==> config.mk <==
export PLATFORM = sky130hd
export DESIGN_NAME = perceptual_rainbow_hsv_to_rgb_core
export DESIGN_NICKNAME = d
export VERILOG_FILES = /design/src/rtl/prainbow_pkg.sv /design/src/rtl/perceptual_rainbow_hsv_to_rgb_core.sv
export VERILOG_INCLUDE_DIRS = /design/src /design/src/rtl
export SDC_FILE = /design/constraint.sdc
export NUM_CORES = 2
export LEC_CHECK = 0
export BUFFER_PORTS_ARGS = -buffer_cell sky130_fd_sc_hd__clkbuf_2
export CELL_PAD_IN_SITES_DETAIL_PLACEMENT = 1
export CELL_PAD_IN_SITES_GLOBAL_PLACEMENT = 2
export CORE_MARGIN = 5
export CORE_UTILIZATION = 38
export DETAILED_ROUTE_END_ITERATION = 10
export HOLD_SLACK_MARGIN = 0.08
export PLACE_DENSITY_LB_ADDON = 0.15
export SLEW_MARGIN = 10
export SYNTH_ARGS = -nofsm -noshare
export SYNTH_HDL_FRONTEND = slang
export SYNTH_SLANG_ARGS = --single-unit
==> constraint.sdc <==
create_clock -name clk -period 7.9 [get_ports clk]
set_input_delay 0.395 -clock clk [delete_from_list [all_inputs] [get_ports clk]]
set_output_delay 0.395 -clock clk [all_outputs]
set_load 0.01 [all_outputs]
==> src/rtl/assert_macros.svh <==
// Assertion macros for the rainbow color map RTL.
`ifndef ASSERT_MACROS_SVH
`define ASSERT_MACROS_SVH

// Same-cycle implication, checked on every rising clock edge outside reset.
`define PR_ASSERT_NOW(lbl, ante, cons, msg) \
  lbl: assert property (@(posedge clk) disable iff (!rst_n) (ante) |-> (cons)) \
    else $error(msg);

// Next-cycle implication, checked on every rising clock edge outside reset.
`define PR_ASSERT_NEXT(lbl, ante, cons, msg) \
  lbl: assert property (@(posedge clk) disable iff (!rst_n) (ante) |=> (cons)) \
    else $error(msg);

`endif

==> src/rtl/prainbow_pkg.sv <==
// Package for the rainbow color map: widths, register indexes and constant tables.
`default_nettype none

package prainbow_pkg;

  // Fixed-point format and field widths.
  localparam int FRAC_BITS   = 16;
  localparam int HUE_W       = 17;
  localparam int LEVEL_W     = 16;
  localparam int CFG_W       = 17;
  localparam int IN_TDATA_W  = 24;
  localparam int OUT_TDATA_W = 48;

  // Table geometry. HUE_POINTS sets how many segments the scaled hue wraps over.
  localparam int HUE_POINTS   = 61;
  localparam int HUE_TBL_LEN  = 61;
  localparam int HUE_SCALE    = 40;
  localparam int HUE_SEGS     = (HUE_POINTS - 1 < 1) ? 1 : HUE_POINTS - 1;
  localparam int HUE_IDX_W    = $clog2(HUE_TBL_LEN - 1);
  localparam int SCALED_W     = HUE_W + 6;
  localparam int WHOLE_W      = SCALED_W - FRAC_BITS;
  localparam int WRAP_LEN     = 2 ** WHOLE_W;

  localparam logic [HUE_W-1:0]   ONE       = HUE_W'(1) << FRAC_BITS;
  localparam logic [LEVEL_W-1:0] LEVEL_MAX = '1;

  // Configuration register indexes.
  typedef enum logic [0:0] {
    CFG_SATURATION = 1'b0,
    CFG_BRIGHTNESS = 1'b1
  } cfg_reg_t;

  // Hexcone sectors, red through magenta.
  typedef enum logic [2:0] {
    SEC_RED     = 3'd0,
    SEC_YELLOW  = 3'd1,
    SEC_GREEN   = 3'd2,
    SEC_CYAN    = 3'd3,
    SEC_BLUE    = 3'd4,
    SEC_MAGENTA = 3'd5
  } sector_t;

  // Perceptual hue table in units of 1/10000.
  localparam int unsigned PERC_HUE [HUE_TBL_LEN] = '{
    0, 62, 130, 202, 280, 365, 457, 559,
    671, 796, 936, 1095, 1275, 1482, 1806, 2113,
    2393, 2652, 2892, 3119, 3333, 3556, 3815, 4129,
    4526, 5060, 5296, 5501, 5679, 5834, 5970, 6088,
    6191, 6281, 6361, 6430, 6490, 6544, 6590, 6631,
    6667, 6713, 6763, 6815, 6873, 6937, 7009, 7092,
    7190, 7308, 7452, 7631, 7856, 8142, 8621, 9029,
    9344, 9580, 9755, 9889, 10000
  };

  typedef logic [HUE_W-1:0]     hue_fix_tbl_t [HUE_TBL_LEN];
  typedef logic [HUE_IDX_W-1:0] wrap_tbl_t    [WRAP_LEN];

  // Hue table converted to fixed point, rounded to nearest.
  function automatic hue_fix_tbl_t build_hue_fix();
    hue_fix_tbl_t tbl;
    longint unsigned e;
    for (int i = 0; i < HUE_TBL_LEN; i++) begin
      e = longint'(PERC_HUE[i]);
      tbl[i] = HUE_W'(((e << FRAC_BITS) + 64'd5000) / 64'd10000);
    end
    return tbl;
  endfunction

  // Whole part of the scaled hue to segment index, wrapped and clamped.
  function automatic wrap_tbl_t build_wrap();
    wrap_tbl_t tbl;
    int w;
    for (int i = 0; i < WRAP_LEN; i++) begin
      w = i % HUE_SEGS;
      if (w > HUE_TBL_LEN - 2) begin
        w = HUE_TBL_LEN - 2;
      end
      tbl[i] = HUE_IDX_W'(w);
    end
    return tbl;
  endfunction

  localparam hue_fix_tbl_t HUE_FIX = build_hue_fix();
  localparam wrap_tbl_t    WRAP    = build_wrap();

endpackage

`default_nettype wire

==> src/rtl/perceptual_rainbow_hsv_to_rgb_core.sv <==
// Rainbow color map core: hue code to saturated, value-scaled RGB levels.
//
// Usage:
//   The input channel (in_t*) carries one hue code per beat, 16 fraction
//   bits, 0 red, 1/2 green, 1 blue, up to below 1.5 for magenta; codes
//   beyond that wrap. The output channel (out_t*) carries one RGB beat per
//   input beat, in order. Saturation and brightness are written on the
//   cfg_ port while no beat is in flight; both reset to one.
//   Throughput is one beat per cycle while the output does not stall: a
//   seven-register pipeline with a valid bit per stage, where the widest
//   step is one 17x17 multiply.
//   The whole pipeline advances together. When the receiver stalls with a
//   beat waiting in the output register, in_tready drops and every stage
//   holds; nothing is lost or repeated. While the output register is empty
//   the pipeline keeps moving even if out_tready is low.
//   Reset (rst_n low at a clock edge) empties the pipeline and restores
//   the configuration registers.
`default_nettype none
`include "assert_macros.svh"

module perceptual_rainbow_hsv_to_rgb_core
  import prainbow_pkg::*;
(
  input  wire logic                   clk,
  input  wire logic                   rst_n,
  // Input beat: [16:0] hue_code, [23:17] zero.
  input  wire logic [IN_TDATA_W-1:0]  in_tdata,
  input  wire logic                   in_tvalid,
  output logic                        in_tready,
  // Output beat: [15:0] red_level, [31:16] green_level, [47:32] blue_level.
  output logic [OUT_TDATA_W-1:0]      out_tdata,
  output logic                        out_tvalid,
  input  wire logic                   out_tready,
  input  wire logic                   cfg_we,
  input  wire logic                   cfg_addr,
  input  wire logic [CFG_W-1:0]       cfg_wdata
);

  // Configuration registers.
  logic [CFG_W-1:0] saturation_r;
  logic [CFG_W-1:0] brightness_r;

  // Stage valid bits.
  logic s1_v_r, s2_v_r, s3_v_r, s4_v_r, s5_v_r, s6_v_r, out_v_r;
  logic advance;

  // Stage payloads.
  logic [WHOLE_W-1:0]   s1_whole_r;
  logic [FRAC_BITS-1:0] s1_frac_r;
  logic [HUE_W-1:0]     s2_lo_r;
  logic [HUE_W-1:0]     s2_diff_r;
  logic [FRAC_BITS-1:0] s2_frac_r;
  logic [HUE_W-1:0]     s3_hue_r;
  sector_t              s4_sector_r;
  logic [FRAC_BITS-1:0] s4_f_r;
  sector_t              s5_sector_r;
  logic [HUE_W-1:0]     s5_m_r, s5_n_r, s5_k_r;
  logic [HUE_W-1:0]     s6_red_r, s6_green_r, s6_blue_r;
  logic [LEVEL_W-1:0]   out_red_r, out_green_r, out_blue_r;

  // Combinational stage results.
  logic [SCALED_W-1:0]      scaled;
  logic [HUE_IDX_W-1:0]     seg_idx;
  logic [HUE_W-1:0]         tbl_lo, tbl_hi;
  logic [HUE_W+FRAC_BITS-1:0] interp_prod;
  logic [HUE_W-1:0]         hue_nxt;
  logic [FRAC_BITS+2:0]     h6;
  logic [HUE_W-1:0]         sat_clamp;
  logic [HUE_W+FRAC_BITS-1:0] sf_prod;
  logic [HUE_W-1:0]         one_minus_f;
  logic [2*HUE_W-1:0]       sk_prod;
  logic [HUE_W-1:0]         red_nxt, green_nxt, blue_nxt;
  logic [2*HUE_W-1:0]       red_prod, green_prod, blue_prod;
  logic [LEVEL_W-1:0]       red_lvl, green_lvl, blue_lvl;

  assign advance   = !out_v_r || out_tready;
  assign in_tready = advance;

  // Configuration writes.
  always_ff @(posedge clk) begin
    if (!rst_n) begin
      saturation_r <= CFG_W'(ONE);
      brightness_r <= CFG_W'(ONE);
    end else if (cfg_we) begin
      unique case (cfg_reg_t'(cfg_addr))
        CFG_SATURATION: saturation_r <= cfg_wdata;
        CFG_BRIGHTNESS: brightness_r <= cfg_wdata;
        default: ;
      endcase
    end
  end

  // Valid bits move with the data.
  always_ff @(posedge clk) begin
    if (!rst_n) begin
      s1_v_r  <= 1'b0;
      s2_v_r  <= 1'b0;
      s3_v_r  <= 1'b0;
      s4_v_r  <= 1'b0;
      s5_v_r  <= 1'b0;
      s6_v_r  <= 1'b0;
      out_v_r <= 1'b0;
    end else if (advance) begin
      s1_v_r  <= in_tvalid;
      s2_v_r  <= s1_v_r;
      s3_v_r  <= s2_v_r;
      s4_v_r  <= s3_v_r;
      s5_v_r  <= s4_v_r;
      s6_v_r  <= s5_v_r;
      out_v_r <= s6_v_r;
    end
  end

  // Stage 1: scale the hue by 40 (shift and add).
  assign scaled = (SCALED_W'(in_tdata[HUE_W-1:0]) << 5)
                + (SCALED_W'(in_tdata[HUE_W-1:0]) << 3);

  // Stage 2: wrap into the table and fetch the two neighbors.
  assign seg_idx = WRAP[s1_whole_r];
  assign tbl_lo  = HUE_FIX[seg_idx];
  assign tbl_hi  = HUE_FIX[seg_idx + HUE_IDX_W'(1)];

  // Stage 3: linear interpolation.
  assign interp_prod = s2_diff_r * s2_frac_r;
  assign hue_nxt     = s2_lo_r + interp_prod[HUE_W+FRAC_BITS-1:FRAC_BITS];

  // Stage 4: split the hue into sector and fraction.
  assign h6 = (FRAC_BITS+3)'(s3_hue_r[FRAC_BITS-1:0]) * (FRAC_BITS+3)'(6);

  // Stage 5: hexcone terms m, n and k.
  assign sat_clamp   = (saturation_r > ONE) ? ONE : saturation_r;
  assign sf_prod     = sat_clamp * s4_f_r;
  assign one_minus_f = ONE - HUE_W'(s4_f_r);
  assign sk_prod     = sat_clamp * one_minus_f;

  // Stage 6: sector selects the channel order.
  always_comb begin
    unique case (s5_sector_r)
      SEC_RED: begin
        red_nxt = ONE;      green_nxt = s5_k_r;   blue_nxt = s5_m_r;
      end
      SEC_YELLOW: begin
        red_nxt = s5_n_r;   green_nxt = ONE;      blue_nxt = s5_m_r;
      end
      SEC_GREEN: begin
        red_nxt = s5_m_r;   green_nxt = ONE;      blue_nxt = s5_k_r;
      end
      SEC_CYAN: begin
        red_nxt = s5_m_r;   green_nxt = s5_n_r;   blue_nxt = ONE;
      end
      SEC_BLUE: begin
        red_nxt = s5_k_r;   green_nxt = s5_m_r;   blue_nxt = ONE;
      end
      default: begin
        red_nxt = ONE;      green_nxt = s5_m_r;   blue_nxt = s5_n_r;
      end
    endcase
  end

  // Stage 7: scale by brightness and saturate.
  assign red_prod   = s6_red_r * brightness_r;
  assign green_prod = s6_green_r * brightness_r;
  assign blue_prod  = s6_blue_r * brightness_r;

  assign red_lvl   = (red_prod[2*HUE_W-1:FRAC_BITS+LEVEL_W] != '0) ? LEVEL_MAX
                   : red_prod[FRAC_BITS+LEVEL_W-1:FRAC_BITS];
  assign green_lvl = (green_prod[2*HUE_W-1:FRAC_BITS+LEVEL_W] != '0) ? LEVEL_MAX
                   : green_prod[FRAC_BITS+LEVEL_W-1:FRAC_BITS];
  assign blue_lvl  = (blue_prod[2*HUE_W-1:FRAC_BITS+LEVEL_W] != '0) ? LEVEL_MAX
                   : blue_prod[FRAC_BITS+LEVEL_W-1:FRAC_BITS];

  // Payload registers, all held while the pipeline is stalled.
  always_ff @(posedge clk) begin
    if (advance) begin
      s1_whole_r  <= scaled[SCALED_W-1:FRAC_BITS];
      s1_frac_r   <= scaled[FRAC_BITS-1:0];

      s2_lo_r     <= tbl_lo;
      s2_diff_r   <= tbl_hi - tbl_lo;
      s2_frac_r   <= s1_frac_r;

      s3_hue_r    <= hue_nxt;

      s4_sector_r <= sector_t'(h6[FRAC_BITS+2:FRAC_BITS]);
      s4_f_r      <= h6[FRAC_BITS-1:0];

      s5_sector_r <= s4_sector_r;
      s5_m_r      <= ONE - sat_clamp;
      s5_n_r      <= ONE - sf_prod[HUE_W+FRAC_BITS-1:FRAC_BITS];
      s5_k_r      <= ONE - HUE_W'(sk_prod[2*HUE_W-1:FRAC_BITS]);

      s6_red_r    <= red_nxt;
      s6_green_r  <= green_nxt;
      s6_blue_r   <= blue_nxt;

      out_red_r   <= red_lvl;
      out_green_r <= green_lvl;
      out_blue_r  <= blue_lvl;
    end
  end

  assign out_tvalid = out_v_r;
  assign out_tdata  = {out_blue_r, out_green_r, out_red_r};

  // Interpolated hue never passes the last table entry.
  `PR_ASSERT_NOW(a_hue_bounded, s3_v_r, s3_hue_r <= ONE, "interpolated hue above one")
  // Hue fraction times six stays within the six sectors.
  `PR_ASSERT_NOW(a_sector_range, s4_v_r, s4_sector_r <= SEC_MAGENTA, "sector out of range")
  // The largest component of every selected color is one.
  `PR_ASSERT_NOW(a_max_is_one, s6_v_r,
                 s6_red_r == ONE || s6_green_r == ONE || s6_blue_r == ONE,
                 "no component at full scale")
  // A stalled output beat blocks new input and holds the pipeline.
  `PR_ASSERT_NEXT(a_stall_holds, out_v_r && !out_tready, $stable(s6_v_r) && out_v_r,
                  "pipeline moved during output stall")

endmodule

`default_nettype wire

Yosys cells after proc, flatten, opt, wreduce, memory -nomap -nowiden
Memories as Yosys holds them, arrays and structs flattened.
Index checks and enable logic that the tools add are counted.
{ "classes": {"add_sub_neg": 8, "multipliers": 7, "order_cmp": 4, "eq_ne": 4, "muxes": 10, "n_bitwise": 4, "reduce_logical": 12} }
{ "ops": {"columns": ["operator", "n"], "rows": [
  ["17-bit one-hot mux with 3 select lines", 3],
  ["17-bit by 17-bit multiplier with 34-bit output", 3],
  ["17-bit two-way mux", 5],
  ["17-bit subtractor (first input constant)", 3],
  ["17-bit by 17-bit multiplier with 33-bit output", 1],
  ["17-bit by 15-bit multiplier with 32-bit output", 1],
  ["17-bit by 16-bit multiplier with 32-bit output", 1],
  ["22-bit by 20-bit adder with 23-bit output", 1],
  ["16-bit by 2-bit multiplier with 18-bit output (second input constant)", 1],
  ["17-bit greater-than comparator (second input constant)", 1],
  ["17-bit by 16-bit subtractor with 17-bit output (first input constant)", 1],
  ["17-bit subtractor", 1],
  ["16-bit adder", 1],
  ["7-bit greater-or-equal comparator (second input constant)", 2],
  ["6-bit inverter with 7-bit output", 2],
  ["6-bit two-way mux", 2],
  ["8-bit greater-or-equal comparator (second input constant)", 1],
  ["7-bit inverter with 8-bit output", 1],
  ["2-bit OR reduction", 4],
  ["6-bit by 1-bit adder with 6-bit output (second input constant)", 1],
  ["3-bit by 2-bit == test with 1-bit output (second input constant)", 2],
  ["2-bit nonzero test", 3],
  ["2-bit AND reduction", 2],
  ["3-bit by 1-bit == test with 1-bit output (second input constant)", 1],
  ["other kinds (5)", 5]
]} }
{ "totals": {"regBits": 300, "romBits": 2944, "input_bits": 47, "output_inout_bits": 50, "mem_count": 3} }
{ "mem_list": {"columns": ["name", "words", "word_bits", "read_ports", "rd_ports_with_merged_regs", "write_ports", "line", "rtl"], "rows": [
  ["(no name shown)", 64, 17, 1, 0, 0, "perceptual_rainbow_hsv_to_rgb_core.sv:121", "assign tbl_hi = HUE_FIX[seg_idx + HUE_IDX_W'(1)];"],
  ["(no name shown)", 64, 17, 1, 0, 0, "perceptual_rainbow_hsv_to_rgb_core.sv:120", "assign tbl_lo = HUE_FIX[seg_idx];"],
  ["(no name shown)", 128, 6, 1, 0, 0, "perceptual_rainbow_hsv_to_rgb_core.sv:119", "assign seg_idx = WRAP[s1_whole_r];"]
]} }

Longest topological paths before layout
{ "depth": {"depth_word": 10, "ltp_mapped": 34} }

Worst setup path after synthesis
No wires, ideal clock.
{ "synth_path": {"path_kind": "input-to-reg", "start": "input port out_tready", "end": "register out_v_r (netlist: out_tvalid)", "setup_time_ps": 474, "arrival_ps": 8319, "required_ps": 7426, "slack_ps": -893, "path_stages": 3, "n_path_buf": 1, "path_cell_list": "nand2b_1 > clkbuf_1 > a21boi_0"} }
{ "synth_between": {"elab_chain_cells": 1} }
{ "synth_lines": {"columns": ["element", "line", "rtl"], "rows": [
  ["start: declaration", "perceptual_rainbow_hsv_to_rgb_core.sv:33", "input wire logic out_tready,"],
  ["1-bit logical OR", "perceptual_rainbow_hsv_to_rgb_core.sv:76", "assign advance = !out_v_r || out_tready;"],
  ["via in_tready", "perceptual_rainbow_hsv_to_rgb_core.sv:29", "output logic in_tready,"],
  ["end signal: assignment", "perceptual_rainbow_hsv_to_rgb_core.sv:110", "out_v_r <= s6_v_r;"],
  ["end: declaration", "perceptual_rainbow_hsv_to_rgb_core.sv:44", "logic s1_v_r, s2_v_r, s3_v_r, s4_v_r, s5_v_r, s6_v_r, out_v_r;"]
]} }
The timed path passes the listed nets, and every way through them passes these cells.
A chain may end at the register's enable or synchronous reset.

Final worst setup path
{ "layout_path": {"start": "register s4_f_r[7]", "end": "register s5_k_r[16], data pin"} }
{ "layout_between": {"elab_chain_cells": 3} }
{ "layout_lines": {"columns": ["element", "line", "rtl"], "rows": [
  ["start: declaration", "perceptual_rainbow_hsv_to_rgb_core.sv:55", "logic [FRAC_BITS-1:0] s4_f_r;"],
  ["start signal: assignment", "perceptual_rainbow_hsv_to_rgb_core.sv:185", "s4_f_r <= h6[FRAC_BITS-1:0];"],
  ["17-bit by 16-bit subtractor with 17-bit output", "perceptual_rainbow_hsv_to_rgb_core.sv:133", "assign one_minus_f = ONE - HUE_W'(s4_f_r);"],
  ["17-bit by 17-bit multiplier with 33-bit output", "perceptual_rainbow_hsv_to_rgb_core.sv:134", "assign sk_prod = sat_clamp * one_minus_f;"],
  ["17-bit subtractor", "perceptual_rainbow_hsv_to_rgb_core.sv:190", "s5_k_r <= ONE - HUE_W'(sk_prod[2*HUE_W-1:FRAC_BITS]);"],
  ["end signal: assignment", "perceptual_rainbow_hsv_to_rgb_core.sv:190", null],
  ["end: declaration", "perceptual_rainbow_hsv_to_rgb_core.sv:57", "logic [HUE_W-1:0] s5_m_r, s5_n_r, s5_k_r;"]
]} }
Every way passes these cells.

==> reports/results.ini <==
[run_status]
status = finished, violations left
violations = setup timing

[floorplanning]
rows = 154
die_y_um = 431
io_pins = 97
die_x_um = 431
fp.coreArea_um2 = 176000
die_area_um2 = 186000
start_util_pct = 38.2

[worst_setup_path]
cp.required_ps = 8230
path_class = flip-flop to flip-flop
arrival_ps = 8440
crit_end = s5_k_r[16]
cp_max_fo = 5
r2r_setup_slack_ps = -200
end_kind = flip-flop
cp-startpoint = s4_f_r[7]
worst_r2r_startpoint = s4_f_r[7]
r2r_end = s5_k_r[16]
start_kind = flip-flop
worstRegToRegCells = 27

[layout]
instances_no_fill = 10251
n_fill_cell = 20358
finish.net_count = 9857
drive_gt1_share_pct = 12.6
area_delta_synth_final_pct = 13.8

[synth]
async_flop_share_pct = 0
synthFlopType = edfxtp_1
ys_ff_latch = 294
synth_xor_area_share_pct = 2.57
synthMuxAreaShare_pct = 0.278
synth_edf_count = 253
seq_area_frac_synth_pct = 12.5
ys_warn_count = 0
synth_fa_ha_area_share_pct = 49.5
yosys.area_share.simple_pct = 16.9
syn_inst = 7561
synth-compound-area-share_pct = 7.77
syn-cell-area_um2 = 67400
syn_area_per_cell_um2 = 8.92
syn-num-nets = 9538
synthDistinctLibCells = 108
synth_top_family_by_area = adder cells

[placed_design]
dp_cells = 10102
place_hpwl_mm = 176
io_buffers = 89
gp_congestion = 0.880

[detailed_routing]
dr.pass1.iters = 7
wirelength_mm = 217
first_iter_violations = 2600
ant_nets = 0
routedWlPerCell_um = 21.1
vias = 52173
wl_met3_mm = 7.66
vias_per_cell = 5.09
drcViolationCount = 0
dr.max_layer_used = met4
wl_met2_mm = 106
wl_met1_mm = 97.5

[global_route]
grt_max_degree = 104
track_usage_pct = 23.5
grt_first_pass_wirelength_mm = 342
grt_antenna_before_repair = 4
overflow = 0
grt_pass1_vias = 58192

[sta]
slew_viol_final = 0
fmax_ghz = 0.123
setup_slack_ps = -205
slew_headroom_pct = 16.6
tightest_slew_ps = 1230
period_minus_slack_ps = 8100
hold_viol_final = 0
grt_setup_unrepaired = yes
fin_crit_sh_pct = 103
skew_ps = 22.3
setup_viol = 10

[hold_path]
hp-class = input port to flip-flop

[flow_run]
drv_cap = 0

[cts]
ctsHtreeMaxLevel = 2
cts_buffer_depth = 3
clk_pin_slew_ps = 60
clkLatencyLatePin_ps = 610
cts_root_buf = clkbuf_16
clock_sinks = 294
cts_tree = yes
numCtsBuffers = 39

stage by stage:
stage | area, um^2 | hold slack, ps | utilization, % | setup TNS, ps | worst slack (ps)
after floorplan | 67500 | 400 | - | -3.15 | -3.15
after global placement | 73600 | 401 | 41.8 | -1610 | -289
after detailed placement | 73600 | 406 | 41.8 | -3880 | -439
after CTS | 75600 | 80.3 | 42.9 | -213 | -152
after global routing | 76700 | 93.8 | 43.5 | -3690 | -449
final | 76700 | 128 | 43.5 | -517 | -205
synth_stat cells, types with 12 or more instances:
library cell  number  area share [%]
a211oi_1          20            0.22
a21boi_0          47            0.52
a21o_1            37            0.41
a21oi_1          159             1.2
a222oi_1          16            0.24
a22o_1            19            0.25
a22oi_1           33            0.37
a311oi_1          13            0.17
a31oi_1           23            0.21
and2_1           441             4.1
and3_1            55            0.51
buf_1             19            0.11
clkbuf_1         382             2.1
dfxtp_1           41             1.2
edfxtp_1         253              11
fa_1            1231              37
ha_1             699              13
inv_1           1456             8.1
mux2i_1           12            0.18
nand2_1         1315             7.3
nand2b_1          42            0.39
nand3_1           63            0.47
nand4_1           18            0.17
nor2_1           338             1.9
nor2b_1           51            0.47
nor3_1            88            0.65
o211ai_1          19            0.21
o21a_1            41            0.46
o21ai_0          162             1.2
o21bai_1          19            0.21
o31ai_1           12            0.13
or3_1             22            0.20
xnor2_1          144             1.9
xor2_1            52            0.68
cell type report:
| class | instances | area, um^2 | area share (%) |
|---|---|---|---|
| Antenna cell | 1 | 2.50 | 0.00326 |
| Clock buffer | 46 | 1050 | 1.37 |
| Clock inverter | 25 | 240 | 0.313 |
| Inverter | 1461 | 5490 | 7.15 |
| Multi-Input combinational cell | 5397 | 53200 | 69.3 |
| Sequential cell | 294 | 8440 | 11.0 |
| Tap cell | 2340 | 2930 | 3.82 |
| Timing Repair Buffer | 687 | 5390 | 7.03 |
metal layers:
layer,vias up,GRT usage [%]
li1,24063,-
met1,27068,31.9
met2,817,40.7
met3,225,2.42
met4,0,5.59
met5,-,0
timing repair:
| action | in CTS | in global routing |
|---|---|---|
| hold buffers | 16 | 0 |
| gates cloned | 0 | 1 |
| buffers inserted | 17 | 47 |
| resized for setup | 90 | 156 |
| pin swaps | 30 | 100 |
| endpoints found under the setup margin | 18 | 48 |
| hold endpoints to repair | 24 | 0 |
worst max-delay path, stage by stage (launching register included):
cell	delay [ps]
edfxtp_1	380
or4_4	590
buf_6	140
or4_4	430
xor2_1	160
buf_4	170
nand2_1	80
fa_1	530
inv_1	60
fa_1	560
fa_1	450
fa_1	490
fa_1	500
inv_1	50
fa_1	510
inv_1	90
ha_4	240
a21o_1	240
a21oi_2	190
o21ba_4	160
o41ai_4	60
buf_4	160
a41o_4	280
o211a_4	260
o31a_1	330
o41a_1	450
a32oi_1	190
o211ai_2	100
flip-flops by register name, indices dropped and copies added, names as in the netlist, 3 cells and up:
signal and count:
s6_blue_r 17, brightness_r 17, s5_m_r 17, s2_diff_r 17, s2_lo_r 16, s2_frac_r 13, s5_n_r 17, saturation_r 17
s6_green_r 17, s3_hue_r 16, s5_sector_r 3, s1_frac_r 13, s4_sector_r 3, s5_k_r 17, out_blue_r 16, s4_f_r 15
out_green_r 16, s6_red_r 17, out_red_r 16, s1_whole_r 7
cell families (layout without fill, tap and decap cells):
logic type,Yosys count,count (layout)
and+or+nand+nor,2496,2496
other,0,1
buffers and inverters,1870,2219
muxes,16,16
adders and majority gates,1930,1930
DFF,294,294
xor gates and xnor gates,197,197
AOI/OAI and AO/OA,758,758
how the worst min path moves through the flow:
stage	cells past startpoint	from	end	slack [ps]
2_1_floorplan	0	s1_frac_r[10]	s2_frac_r[10]	400
3_3_place_gp	0	s4_sector_r[2]	s5_sector_r[2]	400
3_5_place_dp	0	s1_frac_r[11]	s2_frac_r[11]	410
4_1_cts	3	cfg_wdata[5]	saturation_r[5]	80
5_1_grt	3	cfg_wdata[4]	saturation_r[4]	90
6_report	3	cfg_wdata[4]	saturation_r[4]	130
layout by cell type (no fill, tap or decap), types with 20 or more instances in the layout:
cell | synthesis | final
clkbuf_16 | 0 | 42
and3_1 | 55 | 52
fa_1 | 1231 | 1223
or3_1 | 22 | 20
inv_1 | 1456 | 1444
xor2_1 | 52 | 50
nand2_1 | 1315 | 1306
edfxtp_1 | 253 | 253
a21oi_2 | 4 | 22
dfxtp_1 | 41 | 22
o21ai_0 | 162 | 150
xnor2_1 | 144 | 134
nor3_1 | 88 | 82
and2_1 | 441 | 436
buf_12 | 0 | 25
nand3_1 | 63 | 61
ha_1 | 699 | 675
nor2b_1 | 51 | 39
a21boi_0 | 47 | 46
buf_6 | 0 | 23
a21oi_1 | 159 | 137
clkbuf_2 | 0 | 89
a31oi_1 | 23 | 22
nor2_1 | 338 | 324
o21a_1 | 41 | 39
a21o_1 | 37 | 37
nand2b_1 | 42 | 41
a22oi_1 | 33 | 33
buf_4 | 1 | 533
Power is not shown: default switching activity piles up to over one toggle a cycle in this logic, so the estimate is an artifact.
